## config.mk

```make
export PLATFORM = sky130hd
export DESIGN_NAME = lfsr_bounded_random_top
export DESIGN_NICKNAME = d
export VERILOG_FILES = /design/src/lbr_pkg.sv /design/src/lbr_ctrl.sv /design/src/lbr_dp.sv /design/src/lfsr_bounded_random_top.sv
export SDC_FILE = /design/constraint.sdc
export NUM_CORES = 1
export LEC_CHECK = 0
export BUFFER_PORTS_ARGS = -buffer_cell sky130_fd_sc_hd__buf_4
export CORE_UTILIZATION = 40
export CTS_CLUSTER_SIZE = 28
export DETAILED_ROUTE_END_ITERATION = 6
export PLACE_DENSITY = 0.61
export SLEW_MARGIN = 20
export SYNTH_ARGS = -nofsm -noshare
export SYNTH_HDL_FRONTEND = slang
export SYNTH_SLANG_ARGS = --single-unit
```

## constraint.sdc

```tcl
create_clock -name i_clk -period 6 [get_ports i_clk]
set_input_delay 0.3 -clock i_clk [delete_from_list [all_inputs] [get_ports i_clk]]
set_output_delay 0.3 -clock i_clk [all_outputs]
set_load 0.02 [all_outputs]
```

## src/lbr_pkg.sv

```systemverilog
package lbr_pkg;

    localparam int unsigned WORD_W   = 32;
    localparam int unsigned SHIFT_W  = 4;
    localparam int unsigned LEN_W    = 6;
    localparam int unsigned CNT_W    = 5;

    localparam logic [WORD_W-1:0] TAP_MASK  = 32'hd000_0001;
    localparam logic [WORD_W-1:0] MIN_BOUND = 32'd2;
    localparam logic              FUNC_DRAW = 1'b0;
    localparam logic              FUNC_LOAD = 1'b1;
    localparam logic [CNT_W-1:0]  CNT_LAST  = CNT_W'(WORD_W - 1);

    typedef enum logic [1:0] {
        S_IDLE,
        S_PREP,
        S_DIV,
        S_DONE
    } t_state;

    // Commands from the controller to the datapath.
    typedef struct packed {
        logic load_seed;
        logic clear_value;
        logic start_draw;
        logic prep;
        logic div_step;
    } t_dp_cmd;

    // Status from the datapath to the controller.
    typedef struct packed {
        logic is_load;
        logic is_small;
        logic div_last;
    } t_dp_stat;

    function automatic logic [WORD_W-1:0] lfsr_advance(input logic [WORD_W-1:0] s);
        logic [WORD_W-1:0] fb;
        fb = s[0] ? TAP_MASK : '0;
        return (s >> 1) ^ fb;
    endfunction

    function automatic logic [SHIFT_W-1:0] shift_of(input logic [WORD_W-1:0] v);
        logic [LEN_W-1:0] len;
        logic [LEN_W-1:0] diff;
        len = '0;
        for (int i = 0; i < WORD_W; i++) begin
            if (v[i]) begin
                len = LEN_W'(i + 1);
            end
        end
        diff = LEN_W'(WORD_W) - len;
        return diff[SHIFT_W:1];
    endfunction

endpackage

```

## src/lbr_ctrl.sv

```systemverilog
module lbr_ctrl
    import lbr_pkg::*;
(
    input  logic     i_clk,
    input  logic     i_rst_n,
    input  logic     i_in_valid,
    input  logic     i_out_ready,
    input  t_dp_stat i_stat,
    output logic     o_in_ready,
    output logic     o_out_valid,
    output t_dp_cmd  o_cmd
);

    t_state r_state;
    t_state n_state;

    always_ff @(posedge i_clk) begin
        if (!i_rst_n) begin
            r_state <= S_IDLE;
        end else begin
            r_state <= n_state;
        end
    end

    always_comb begin
        n_state     = r_state;
        o_cmd       = '0;
        o_in_ready  = 1'b0;
        o_out_valid = 1'b0;
        case (r_state)
            S_IDLE: begin
                o_in_ready = 1'b1;
                if (i_in_valid) begin
                    if (i_stat.is_load) begin
                        o_cmd.load_seed   = 1'b1;
                        o_cmd.clear_value = 1'b1;
                        n_state           = S_DONE;
                    end else if (i_stat.is_small) begin
                        o_cmd.clear_value = 1'b1;
                        n_state           = S_DONE;
                    end else begin
                        o_cmd.start_draw = 1'b1;
                        n_state          = S_PREP;
                    end
                end
            end
            S_PREP: begin
                o_cmd.prep = 1'b1;
                n_state    = S_DIV;
            end
            S_DIV: begin
                o_cmd.div_step = 1'b1;
                if (i_stat.div_last) begin
                    n_state = S_DONE;
                end
            end
            S_DONE: begin
                o_out_valid = 1'b1;
                if (i_out_ready) begin
                    n_state = S_IDLE;
                end
            end
            default: begin
                n_state = S_IDLE;
            end
        endcase
    end

    a_div_ends: assert property (@(posedge i_clk) disable iff (!i_rst_n)
        (r_state == S_DIV && i_stat.div_last) |=> (r_state == S_DONE))
        else $error("divider finished but result not presented");

    a_draw_preps: assert property (@(posedge i_clk) disable iff (!i_rst_n)
        o_cmd.start_draw |=> o_cmd.prep)
        else $error("draw started without dividend setup");

endmodule

```

## src/lbr_dp.sv

```systemverilog
module lbr_dp
    import lbr_pkg::*;
(
    input  logic              i_clk,
    input  logic              i_rst_n,
    input  t_dp_cmd           i_cmd,
    input  logic              i_func,
    input  logic [WORD_W-1:0] i_range_max,
    input  logic [WORD_W-1:0] i_seed_value,
    output t_dp_stat          o_stat,
    output logic [WORD_W-1:0] o_value,
    output logic [WORD_W-1:0] o_seed_now
);

    logic [WORD_W-1:0]  r_lfsr;
    logic [WORD_W-1:0]  r_bound;
    logic [SHIFT_W-1:0] r_shift;
    logic [WORD_W-1:0]  r_quo;
    logic [WORD_W-1:0]  r_rem;
    logic [CNT_W-1:0]   r_cnt;

    logic [WORD_W:0]    n_trial;
    logic [WORD_W:0]    n_diff;

    always_comb begin
        n_trial = {r_rem, r_quo[WORD_W-1]};
        n_diff  = n_trial - {1'b0, r_bound};
    end

    always_ff @(posedge i_clk) begin
        if (!i_rst_n) begin
            r_lfsr <= WORD_W'(1);
        end else if (i_cmd.load_seed) begin
            r_lfsr <= i_seed_value;
        end else if (i_cmd.start_draw) begin
            r_lfsr <= lfsr_advance(r_lfsr);
        end
    end

    always_ff @(posedge i_clk) begin
        if (i_cmd.start_draw) begin
            r_bound <= i_range_max;
            r_shift <= shift_of(i_range_max);
        end
        if (i_cmd.clear_value) begin
            r_rem <= '0;
        end else if (i_cmd.prep) begin
            r_rem <= '0;
            r_quo <= r_lfsr >> r_shift;
            r_cnt <= '0;
        end else if (i_cmd.div_step) begin
            // restore unless the trial remainder reaches the bound
            r_rem <= n_diff[WORD_W] ? n_trial[WORD_W-1:0] : n_diff[WORD_W-1:0];
            r_quo <= {r_quo[WORD_W-2:0], 1'b0};
            r_cnt <= r_cnt + CNT_W'(1);
        end
    end

    assign o_stat.is_load  = (i_func == FUNC_LOAD);
    assign o_stat.is_small = (i_range_max < MIN_BOUND);
    assign o_stat.div_last = (r_cnt == CNT_LAST);
    assign o_value         = r_rem;
    assign o_seed_now      = r_lfsr;

    a_rem_bounded: assert property (@(posedge i_clk) disable iff (!i_rst_n)
        (i_cmd.div_step && o_stat.div_last) |=> (r_rem < r_bound))
        else $error("remainder not below bound");

    a_seed_loaded: assert property (@(posedge i_clk) disable iff (!i_rst_n)
        i_cmd.load_seed |=> (r_lfsr == $past(i_seed_value) && r_rem == '0))
        else $error("seed load lost");

endmodule

```

## src/lfsr_bounded_random_top.sv

```systemverilog
// Bounded random generator built on a 32-bit Galois LFSR (taps 0xd0000001,
// shift right, XOR taps when the old low bit is 1; reset state 1). Each
// request yields exactly one result. A draw request (func 0) with a bound of
// 2 or more steps the LFSR once, shifts the new state right by
// (32 - bitlength(bound)) / 2 and returns that value modulo the bound; a
// bound of 0 or 1 returns 0 and leaves the state alone. A load request
// (func 1) replaces the state with the seed and returns 0. Every result also
// carries the state after the request, so it can be saved and loaded later.
// An all-zero seed stays zero. One request is handled at a time: for a draw,
// the accepting edge steps the LFSR and sizes the shift, the prep state forms
// the dividend and the divide state runs the restoring divider that reduces
// it to the remainder; a load or a small bound presents its result the cycle
// after acceptance. The next request is taken the cycle after the result is
// accepted.
module lfsr_bounded_random_top
    import lbr_pkg::*;
(
    input  logic              i_clk,
    input  logic              i_rst_n,
    input  logic              i_in_valid,
    output logic              o_in_ready,
    input  logic              i_func,
    input  logic [WORD_W-1:0] i_range_max,
    input  logic [WORD_W-1:0] i_seed_value,
    output logic              o_out_valid,
    input  logic              i_out_ready,
    output logic [WORD_W-1:0] o_value,
    output logic [WORD_W-1:0] o_seed_now
);

    t_dp_cmd  w_cmd;
    t_dp_stat w_stat;

    // Sequence each request: accept, set up and divide for a draw, hold the result.
    lbr_ctrl u_ctrl (
        .i_clk       (i_clk),
        .i_rst_n     (i_rst_n),
        .i_in_valid  (i_in_valid),
        .i_out_ready (i_out_ready),
        .i_stat      (w_stat),
        .o_in_ready  (o_in_ready),
        .o_out_valid (o_out_valid),
        .o_cmd       (w_cmd)
    );

    // Hold the LFSR state, the shift amount and the remainder divider.
    lbr_dp u_dp (
        .i_clk        (i_clk),
        .i_rst_n      (i_rst_n),
        .i_cmd        (w_cmd),
        .i_func       (i_func),
        .i_range_max  (i_range_max),
        .i_seed_value (i_seed_value),
        .o_stat       (w_stat),
        .o_value      (o_value),
        .o_seed_now   (o_seed_now)
    );

    // Results only appear while no new request can enter.
    a_one_at_a_time: assert property (@(posedge i_clk) disable iff (!i_rst_n)
        !(o_in_ready && o_out_valid))
        else $error("request accepted while result pending");

    // A request that is taken always leaves the input side closed next cycle.
    a_accept_closes: assert property (@(posedge i_clk) disable iff (!i_rst_n)
        (i_in_valid && o_in_ready) |=> !o_in_ready)
        else $error("input stayed open after accepting a request");

endmodule
```

==> key figures, run 1 <==
STA
  – Fin crit share: between 60% and 70%
  – Clk_skew: roughly 0.0075 ns
  – RSZ-0062 raised after global routing: no
  – Max Slew Vio Count: 0
  – Worst relative slew slack: ~36%
  – Endpoints failing hold: 0
  – Measured slew at the worst slew-check pin: approximately 0.96 ns
  – Final setup fails: 0
  – Fmax: about 270 MHz
  – Crit path time final: ~3.7 ns
  – Setup TNS: 0 ns

Power
  – Power Density: about 450 mW/mm²
  – Max VDD drop: about 0.25 mV
  – Leakage Power: between 4 and 5 nW

Routing
  – DRT antenna net count: 0
  – Residual DRC: 0
  – DR pass1 iterations: 4
  – Final wirelength: 23200 µm
  – Vias per Instance: between 5 and 6
  – Via count: 7342
  – Initial DRC Count: roughly 360
  – Routed length per instance: around 17 µm

Final layout
  – Share of cells above drive strength 1: approximately 20%
  – Non-Filler Instances: 1351
  – Diode count: 0
  – P&R area growth vs syn: 19.8%
  – Nets: about 1200
  – Fill count: about 2100

Worst setup path
  – Critical path type: flop to flop
  – Crit-path max cell delay: 0.57 ns
  – Worst EP required: between 6 and 7 ns
  – Reg-to-Reg Start: u_dp.r_quo[31]$_DFFE_PP_
  – CP startpoint: u_dp.r_quo[31]$_DFFE_PP_
  – Crit path DAT: between 4 and 5 ns
  – Critical path, cell by cell: inv_1, ha_1, fa_1, nor2b_4, o31ai_4, a211oi_2, o211a_1, nor2_2, a21oi_1, a211oi_2, xnor2_4, buf_4, mux2_1, a21oi_1
  – CP Launch Type: flop
  – Critical path capture point: u_dp.o_value[0]$_SDFFE_PP0P_
  – Critical path peak fanout: 20
  – Worst R2R End: u_dp.o_value[0]$_SDFFE_PP0P_
  – Worst r2r path cells: 14
  – Reg2Reg Setup Slack: about 2.3 ns
  – Critical Path End Type: flop
  – CP max stage cell: xnor2_4

Job
  – Max-Cap Viols: 0

Placed design
  – Post-DP HPWL: 17300 µm
  – GPL Wtd Cong: roughly 0.85
  – Port bufs: 134
  – Number of instances in the placed design: about 1300

Clock network
  – CTS tree: built
  – Hold-fix buffers at CTS: 0
  – Post-CTS Resized: 0
  – Post-CTS Setup Bufs: 0
  – H-tree levels: 4
  – Number of CTS-inserted buffers: 17
  – Sink Count: 139
  – Clock Path Buffers: 2
  – Clock Latency Late Sink: 0.43 ns
  – CTS clk-pin slew, worst paths: about 0.06 ns
  – CTS root buf: clkbuf_16

Floorplan
  – FP Rows: between 50 and 60
  – IO Count: 135
  – Die Width: approximately 150 µm
  – Die area: roughly 0.023 mm²
  – Die Span Y: between 150 and 200 µm
  – Initial Util: 40.9%
  – Core ar.: around 0.022 mm²

Synth
  – EDFF count, synth: 73
  – Post-synth top cells: mux2i_1 (113), edfxtp_1 (73), nand2_1 (73)
  – Gate Count Post-Synth: 948
  – Syn. warnings: 0
  – Dominant synthesized flop cell: edfxtp_1
  – Avg Synthesized Cell Area: 9.44 µm²
  – Post-synth ARST share: 0%
  – Top cell type's share of synthesized area: about a quarter
  – Netlist cell types: 62
  – Sequential area share after synthesis: about two fifths
  – Flip-flop and latch count after synthesis: approximately 140
  – Syn Nets: 1057
  – Count leader, synth: mux2i_1
  – Cell Area, Synth: slightly below 0.009 mm²
  – Synth area leader: edfxtp_1
  – Ranking of synthesized cells by area: edfxtp_1 (25%), dfxtp_1 (15%), mux2i_1 (13%)

Global route
  – Largest net degree at the start of global routing: 56
  – Met3 Use GR: between 4 and 5%
  – Global Route met1 Usage: 26.6%
  – Vias in the first global route: around 7000
  – GR met2 Demand/Resource: roughly 36%
  – Global-route wire length before repair: about 37000 µm
  – Most Used Layer, Global Route: met2
  – GRT Total Usage: 21.1%
  – Total global routing overflow: 0
  – Initial antenna violation count: 0

Hold path
  – Hold/Removal Path Class: input port to flop

Run status
  – Status: complete, no violations
flip-flops by register name, indices dropped and copies added, names as in the netlist:
name,cells
u_ctrl.r_state,2
u_dp.r_quo,32
u_dp.r_cnt,5
u_dp.o_seed_now,32
u_dp.r_bound,32
u_dp.r_shift,4
u_dp.o_value,32
logic make-up after synthesis:
kind of cell,count (synthesis),synth area share [%]
xor+xnor,30,3.02
buf+inv,111,4.92
compound gates,272,20.1
simple gates,221,11.6
flops,139,39.3
fa+ha+maj,40,5.68
mux,135,15.4
stage by stage:
stage	cell area (µm²)	util, %	hold slack [ns]	total power [mW]	worst slack [ns]
4_1_cts	10700	49.0	0.0580	4.87	2.28
6_report	10700	49.0	0.0755	4.83	2.30
5_1_grt	10700	49.0	0.0534	5.19	2.03
2_1_floorplan	8950	-	0.399	3.23	2.89
3_5_place_dp	10200	46.5	0.504	3.88	2.30
3_3_place_gp	10200	46.5	0.504	3.85	2.38
power by group:
part           total, mW  switching [mW]  internal [mW]
Clock              0.977           0.406          0.571
Sequential          1.61           0.209           1.40
Combinational       2.25            1.31          0.933
layout make-up:
| type | count | area, µm² | area share [%] |
|---|---|---|---|
| Multi-Input combinational cell | 698 | 5010 | 46.8 |
| Sequential cell | 139 | 3510 | 32.8 |
| Timing Repair Buffer | 144 | 1080 | 10.1 |
| Clock buffer | 21 | 482 | 4.49 |
| Tap cell | 280 | 350 | 3.27 |
| Inverter | 58 | 218 | 2.03 |
| Clock inverter | 11 | 63.8 | 0.595 |
metal layers:
metal,part of all wire (%),up-vias,wire [µm]
met5,0,-,0
met4,1.3,0,301
met1,45,3442,10500
met3,5.1,24,1190
met2,49,165,11300
li1,-,3711,-
cell usage in the layout, fill, tap and decap left out, drive strengths merged, types with 18 or more instances in the layout:
cell,instances
buf,144
mux2i,113
nand2,73
edfxtp,73
a21oi,72
dfxtp,66
inv,62
nor2,56
o21ai,56
ha,39
a21boi,28
a22oi,22
mux2,22
nand3,21
clkbuf,21
a211oi,20
xnor2,19
nor2b,18
worst min-delay path by stage:
stage,to,cells past startpoint,from,slack (ns)
after floorplan,u_dp.r_bound[0]$_DFFE_PP_,0,i_range_max[0],0.40
after global placement,u_dp.r_bound[5]$_DFFE_PP_,1,i_range_max[5],0.50
after detailed placement,u_dp.r_bound[4]$_DFFE_PP_,1,i_range_max[4],0.50
after CTS,u_dp.r_bound[4]$_DFFE_PP_,1,i_range_max[4],0.06
after global routing,u_dp.r_bound[0]$_DFFE_PP_,1,i_range_max[0],0.05
final,u_dp.r_bound[0]$_DFFE_PP_,1,i_range_max[0],0.08
critical path: cells and delay by family, from the launching register on:
kind / cells / cell delay (ns)
compound gates: 6 / 1.00
simple gates: 2 / 0.22
flops: 1 / 0.32
buf+inv: 2 / 0.47
xor+xnor: 1 / 0.57
fa+ha+maj: 2 / 0.67
mux: 1 / 0.36
Note: power is estimated with default switching activity, not from simulation.
==> inputs of run 2 (changes only) <==
clock period = 3.71 ns   (was 6 ns; I/O delays follow)
==> run 2 against run 1 <==
Register-to-register slack worse by 2.0 ns. Via count up 2.5%. Critical path type unchanged. Non-clock buffer count grew 44. First-iteration DRC count rose by 34%. Sequential share of layout area fell by 1.7 points. Power grew 71%.
==> key figures, run 2 (same netlist as run 1, synthesis figures left out) <==
Run status
  – Status: complete, no violations

Floorplan
  – Core ar.: 0.0219 mm² (unchanged)
  – Die Width: 152 µm (unchanged)
  – IO Count: 135 (unchanged)
  – Die Span Y: 152 µm (unchanged)
  – Die area: 0.0230 mm² (unchanged)
  – Initial Util: 40.9% (unchanged)
  – FP Rows: 54 (unchanged)

Placed design
  – Port bufs: 134 (unchanged)
  – Post-DP HPWL: 17500 µm (+1.4%)
  – Number of instances in the placed design: 1324 (+0.38%)
  – GPL Wtd Cong: 0.837 (-1.2%)
  – Worst slack at placement: 0.193 ns (-2.11 ns)

STA
  – Final setup fails: 0 (unchanged)
  – Fmax: 296 MHz (+9.4%)
  – Clk_skew: 0.00733 ns (-0.000193 ns)
  – Endpoints failing hold: 0 (unchanged)
  – Final hold slack: 0.0152 ns (-0.0603 ns)
  – Setup WS post-layout: 0.330 ns (-1.97 ns)
  – Worst relative slew slack: 46.7% (+11 points)
  – Setup TNS: 0 ns (unchanged)
  – Measured slew at the worst slew-check pin: 0.798 ns (-0.164 ns)
  – RSZ-0062 raised after global routing: no
  – Crit path time final: 3.38 ns (-0.318 ns)
  – Fin crit share: 91.1% (+29 points)
  – Max Slew Vio Count: 0 (unchanged)

Clock network
  – CTS clk-pin slew, worst paths: 0.06 ns (about the same)
  – Number of CTS-inserted buffers: 17 (unchanged)
  – CTS root buf: clkbuf_16
  – H-tree levels: 4 (unchanged)
  – CTS tree: built
  – Clock Path Buffers: 2 (unchanged)
  – Post-CTS Resized: 0 (unchanged)
  – Clock Latency Late Sink: 0.42 ns (about the same)
  – Post-CTS Setup Bufs: 0 (unchanged)
  – Sink Count: 139 (unchanged)

Worst setup path
  – CP max stage cell: a211oi_2
  – Critical path peak fanout: 13 (-35%)
  – CP bufs+invs: 2 (unchanged)
  – Crit path DAT: 3.66 ns (-0.39 ns)
  – Top delay family on crit path: compound AO/OA/AOI/OAI gates
  – Critical Path End Type: flop
  – Critical path type: flop to flop
  – Worst EP required: 3.99 ns (-2.36 ns)
  – CP Launch Type: flop
  – Critical path, cell by cell: inv_1, ha_1, fa_1, nor2b_4, o31ai_4, a211oi_2, o211a_1, nor2_2, a21oi_1, a211oi_2, xnor2_4, buf_12, mux2i_1, a21oi_1
  – Crit-path max cell delay: 0.50 ns (-0.07 ns)

Routing
  – Vias per Instance: 5.39 (-0.80%)
  – DR pass1 iterations: 5 (+1)
  – Final wirelength: 24200 µm (+4.3%)
  – Via count: 7526 (+2.5%)
  – Initial DRC Count: 483 (+34%)
  – Residual DRC: 0 (unchanged)
  – DRT antenna net count: 0 (unchanged)
  – Routed length per instance: 17.4 µm (+0.91%)

Final layout
  – P&R area growth vs syn: 26.6%
  – Most frequent cells in the layout: buf_4 (148), mux2i_1 (113), nand2_1 (73), edfxtp_1 (73), a21oi_1 (71)
  – Register area: 0.00351 mm² (unchanged)
  – Multi-input logic area: 0.00503 mm² (+0.32%)
  – Fill count: 2030 (-2.7%)
  – Nets: 1212 (+3.9%)
  – Most common cell after layout, fill and taps aside: buf_4
  – Non-Filler Instances: 1396 (+3.3%)
  – Share of cells above drive strength 1: 19.6% (-0.26 points)
  – Diode count: 0 (unchanged)

Power
  – Int Power: 5.10 mW (+76%)
  – Leakage Power: 4.83 nW (+5.7%)
  – Proportion of power drawn by combinational gates: 44.8% (-1.7 points)
  – Seq pwr share: 31.8% (-1.5 points)
  – Power Density: 731 mW/mm² (+62%)
  – NetSw: 3.18 mW (+65%)
  – Clk pwr share: 23.4% (+3.2 points)
  – Max VDD drop: 0.335 mV (+35%)
  – Switching share of power: 38.4% (-1.5 points)
  – Power Total: 8.28 mW (+71%)

Global route
  – Global-route wire length before repair: 37900 µm (+1.4%)
  – Vias in the first global route: 7290 (+3.7%)
  – GRT Total Usage: 21.5% (+0.35 points)
  – Initial antenna violation count: 0 (unchanged)
  – Total global routing overflow: 0 (unchanged)
  – Largest net degree at the start of global routing: 56 (unchanged)

Job
  – Max-Cap Viols: 0 (unchanged)

Hold path
  – Hold/Removal Path Class: input port to flop
## run 2: power by group through the flow
stage / registers, mW / logic [mW] / clock network, mW
2_1_floorplan: 2.77 / 2.45 / 0
3_3_place_gp: 2.65 / 3.64 / 0
3_5_place_dp: 2.66 / 3.66 / 0
4_1_cts: 2.63 / 3.71 / 1.96
5_1_grt: 2.70 / 4.11 / 2.03
6_report: 2.63 / 3.71 / 1.94
## run 2: path summary, 6_finish.rpt
path	cells past startpoint	end	from	slack (ns)
setup / recovery	14	u_dp.o_value[8]$_SDFFE_PP0P_	u_dp.r_quo[31]$_DFFE_PP_	0.33
hold / removal	1	u_dp.r_bound[31]$_DFFE_PP_	i_range_max[31]	0.02
setup reg to reg	14	u_dp.o_value[8]$_SDFFE_PP0P_	u_dp.r_quo[31]$_DFFE_PP_	0.33
hold reg to reg	2	u_dp.o_seed_now[1]$_SDFFE_PN0P_	u_dp.o_seed_now[1]$_SDFFE_PN0P_	0.52
## run 2: worst reg2reg max path: stages (launching register included)
cell,delay (ns)
edfxtp_1,0.36
inv_1,0.08
ha_1,0.18
fa_1,0.27
nor2b_4,0.07
o31ai_4,0.27
a211oi_2,0.16
o211a_1,0.26
nor2_2,0.14
a21oi_1,0.10
a211oi_2,0.50
xnor2_4,0.33
buf_12,0.23
mux2i_1,0.22
a21oi_1,0.09
## run 2: metal layers
metal | up-vias | part of all wire, % | GRT usage, %
li1 | 3782 | - | -
met4 | 0 | 0.95 | 5.05
met3 | 21 | 4.8 | 4.55
met1 | 3533 | 45 | 26.6
met2 | 190 | 49 | 37.8
met5 | - | 0 | 0
## run 2: layout make-up
type / count / area share, %
clock inverter: 5 / 0.718
tap: 280 / 3.09
multi-input combinational: 699 / 44.4
sequential: 139 / 31.0
timing repair buffer: 188 / 13.4
clock buffer: 27 / 5.38
inverter: 58 / 1.92
## run 2: what timing repair did
| item | 4_1_cts | 5_1_grt |
|---|---|---|
| hold buffers | 39 | 0 |
| hold endpoints to repair | 39 | 0 |
| setup endpoints to repair | 0 | 9 |
## run 2: stage by stage
stage	util, %	cell area (µm²)
final	51.7	11300
after global routing	51.7	11300
after CTS	51.6	11300
after detailed placement	46.7	10200
after global placement	46.7	10200
after floorplan	-	8950
==> inputs of run 3 (changes only) <==
CORE_UTILIZATION = 28   (was 40)
CTS_BUF_LIST = sky130_fd_sc_hd__clkbuf_16   (was default)
MAX_ROUTING_LAYER = met4   (was default)
PLACE_DENSITY = 0.47   (was 0.61)
==> run 3 against run 2 <==
Wire length rose by 7.1%. Power shrank 3.9%. Highest routed layer unchanged. Critical endpoint is now u_dp.o_value[18]$_SDFFE_PP0P_. Hold slack improved by 0.00068 ns. Register-to-register slack better by 0.22 ns. First-iteration DRC count fell by 25%. Clock skew is 0.0062 ns higher.
==> key figures, run 3 (same netlist as run 1, synthesis figures left out) <==
Run status
  – Status: complete, no violations

Worst setup path
  – Worst EP required: 4.01 ns (+0.02 ns)
  – Critical Path End Type: flop
  – CP Launch Type: flop
  – Critical path type: flop to flop
  – Crit path DAT: 3.46 ns (-0.20 ns)
  – Critical path peak fanout: 17 (+4)

Floorplan
  – IO Count: 135 (unchanged)
  – Die Width: 181 µm (+19%)
  – Initial Util: 28.4% (-12 points)
  – Core ar.: 0.0315 mm² (+44%)
  – Die area: 0.0327 mm² (+42%)
  – FP Rows: 65 (+20%)
  – Die Span Y: 181 µm (+19%)

STA
  – Final setup fails: 0 (unchanged)
  – Endpoints failing hold: 0 (unchanged)
  – Measured slew at the worst slew-check pin: 0.894 ns (+0.0961 ns)
  – Fmax: 316 MHz (+6.9%)
  – Setup TNS: 0 ns (unchanged)
  – RSZ-0062 raised after global routing: no
  – Final hold slack: 0.0159 ns (+0.000684 ns)
  – Crit path time final: 3.16 ns (-0.219 ns)
  – Worst relative slew slack: 40.3% (-6.4 points)
  – Clk_skew: 0.0135 ns (+0.00620 ns)
  – Max Slew Vio Count: 0 (unchanged)
  – Setup WS post-layout: 0.549 ns (+0.219 ns)
  – Fin crit share: 85.2% (-5.9 points)

Routing
  – Residual DRC: 0 (unchanged)
  – Final wirelength: 26000 µm (+7.1%)
  – DRT antenna net count: 0 (unchanged)
  – DR pass1 iterations: 5 (unchanged)
  – Via count: 7580 (+0.72%)
  – Routed length per instance: 17.1 µm (-1.7%)
  – Initial DRC Count: 361 (-25%)
  – Vias per Instance: 4.98 (-7.6%)

Power
  – Leakage Power: 4.77 nW (-1.2%)
  – Power Density: 701 mW/mm² (-4.1%)
  – Max VDD drop: 0.402 mV (+20%)

Global route
  – Total global routing overflow: 0 (unchanged)
  – Largest net degree at the start of global routing: 56 (unchanged)
  – GRT Total Usage: 16.6% (-4.8 points)
  – Global-route wire length before repair: 41600 µm (+9.9%)
  – Initial antenna violation count: 0 (unchanged)
  – Vias in the first global route: 7595 (+4.2%)

Clock network
  – Clock Path Buffers: 2 (unchanged)
  – Post-CTS Setup Bufs: 0 (unchanged)
  – CTS root buf: clkbuf_16
  – Clock Latency Late Sink: 0.44 ns (+0.02 ns)
  – Number of CTS-inserted buffers: 17 (unchanged)
  – Sink Count: 139 (unchanged)
  – CTS clk-pin slew, worst paths: 0.06 ns (about the same)
  – CTS tree: built
  – Post-CTS Resized: 0 (unchanged)
  – H-tree levels: 4 (unchanged)

Final layout
  – Share of cells above drive strength 1: 19.5% (-0.14 points)
  – Nets: 1215 (+0.25%)
  – Most frequent cells in the layout: buf_4 (150), mux2i_1 (113), nand2_1 (73), edfxtp_1 (73), a21oi_1 (71)
  – P&R area growth vs syn: 26.8%
  – Most common cell after layout, fill and taps aside: buf_4
  – Diode count: 0 (unchanged)

Placed design
  – Port bufs: 134 (unchanged)
  – GPL Wtd Cong: 0.859 (+2.6%)
  – Post-DP HPWL: 19200 µm (+9.9%)
  – Worst slack at placement: 0.533 ns (+0.340 ns)

Hold path
  – Hold/Removal Path Class: input port to flop

Job
  – Max-Cap Viols: 0 (unchanged)
==> run 3: cell type report <==
| class | instances | area [µm²] |
|---|---|---|
| Clock buffer | 17 | 425 |
| Clock inverter | 15 | 111 |
| Fill cell | 3200 | 20100 |
| Inverter | 58 | 218 |
| Multi-Input combinational cell | 698 | 5010 |
| Sequential cell | 139 | 3510 |
| Tap cell | 402 | 503 |
| Timing Repair Buffer | 192 | 1560 |
==> run 3: timing repair <==
action	CTS	global route
hold buffers	40	1
setup endpoints to repair	0	0
endpoints found under the hold margin	40	1
==> run 3: path summary, 6_finish.rpt <==
kind                                   startpoint                          endpoint  slack [ns]  cells past startpoint
setup / recovery         u_dp.r_quo[31]$_DFFE_PP_     u_dp.o_value[18]$_SDFFE_PP0P_        0.55                     14
hold / removal                   i_seed_value[30]  u_dp.o_seed_now[30]$_SDFFE_PN0P_        0.02                      3
setup reg to reg         u_dp.r_quo[31]$_DFFE_PP_     u_dp.o_value[18]$_SDFFE_PP0P_        0.55                     14
hold reg to reg   u_dp.o_seed_now[1]$_SDFFE_PN0P_   u_dp.o_seed_now[1]$_SDFFE_PN0P_        0.52                      2
==> run 3: critical path, cell delays in order, from the launching register on <==
cell and delay (ns):
edfxtp_1 0.35, inv_1 0.07, ha_1 0.18, fa_1 0.27
nor2b_4 0.07, o31ai_4 0.25, a211oi_2 0.16, o211a_1 0.26
nor2_2 0.13, a21oi_1 0.10, a211oi_2 0.35, xnor2_4 0.18
buf_4 0.30, mux2i_1 0.25, a21oi_1 0.08
==> run 3: stage by stage <==
stage                     area (µm²)  utilization (%)  std cells  total power, mW
after detailed placement       10400             33.0       1447             6.37
after CTS                      11300             35.9       1519             8.04
after floorplan                 8950                -        948             5.22
after global routing           11300             36.1       1521             8.55
after global placement         10400             33.0       1447             6.36
final                          11300             36.1       1521             7.96
==> run 3: power by group <==
group	leakage [nW]	internal (mW)	total, mW	switching (mW)
Sequential	1.23	2.26	2.62	0.359
Combinational	3.28	1.56	3.72	2.17
Clock	0.268	0.906	1.61	0.704
==> run 3: layer usage <==
metal	up-vias	wire, µm	GRT usage, %	part of all wire [%]
li1	3807	-	-	-
met1	3585	12000	20.5	46
met2	163	12600	27.6	49
met3	25	917	2.96	3.5
met4	0	450	5.06	1.7
met5	-	0	-	0
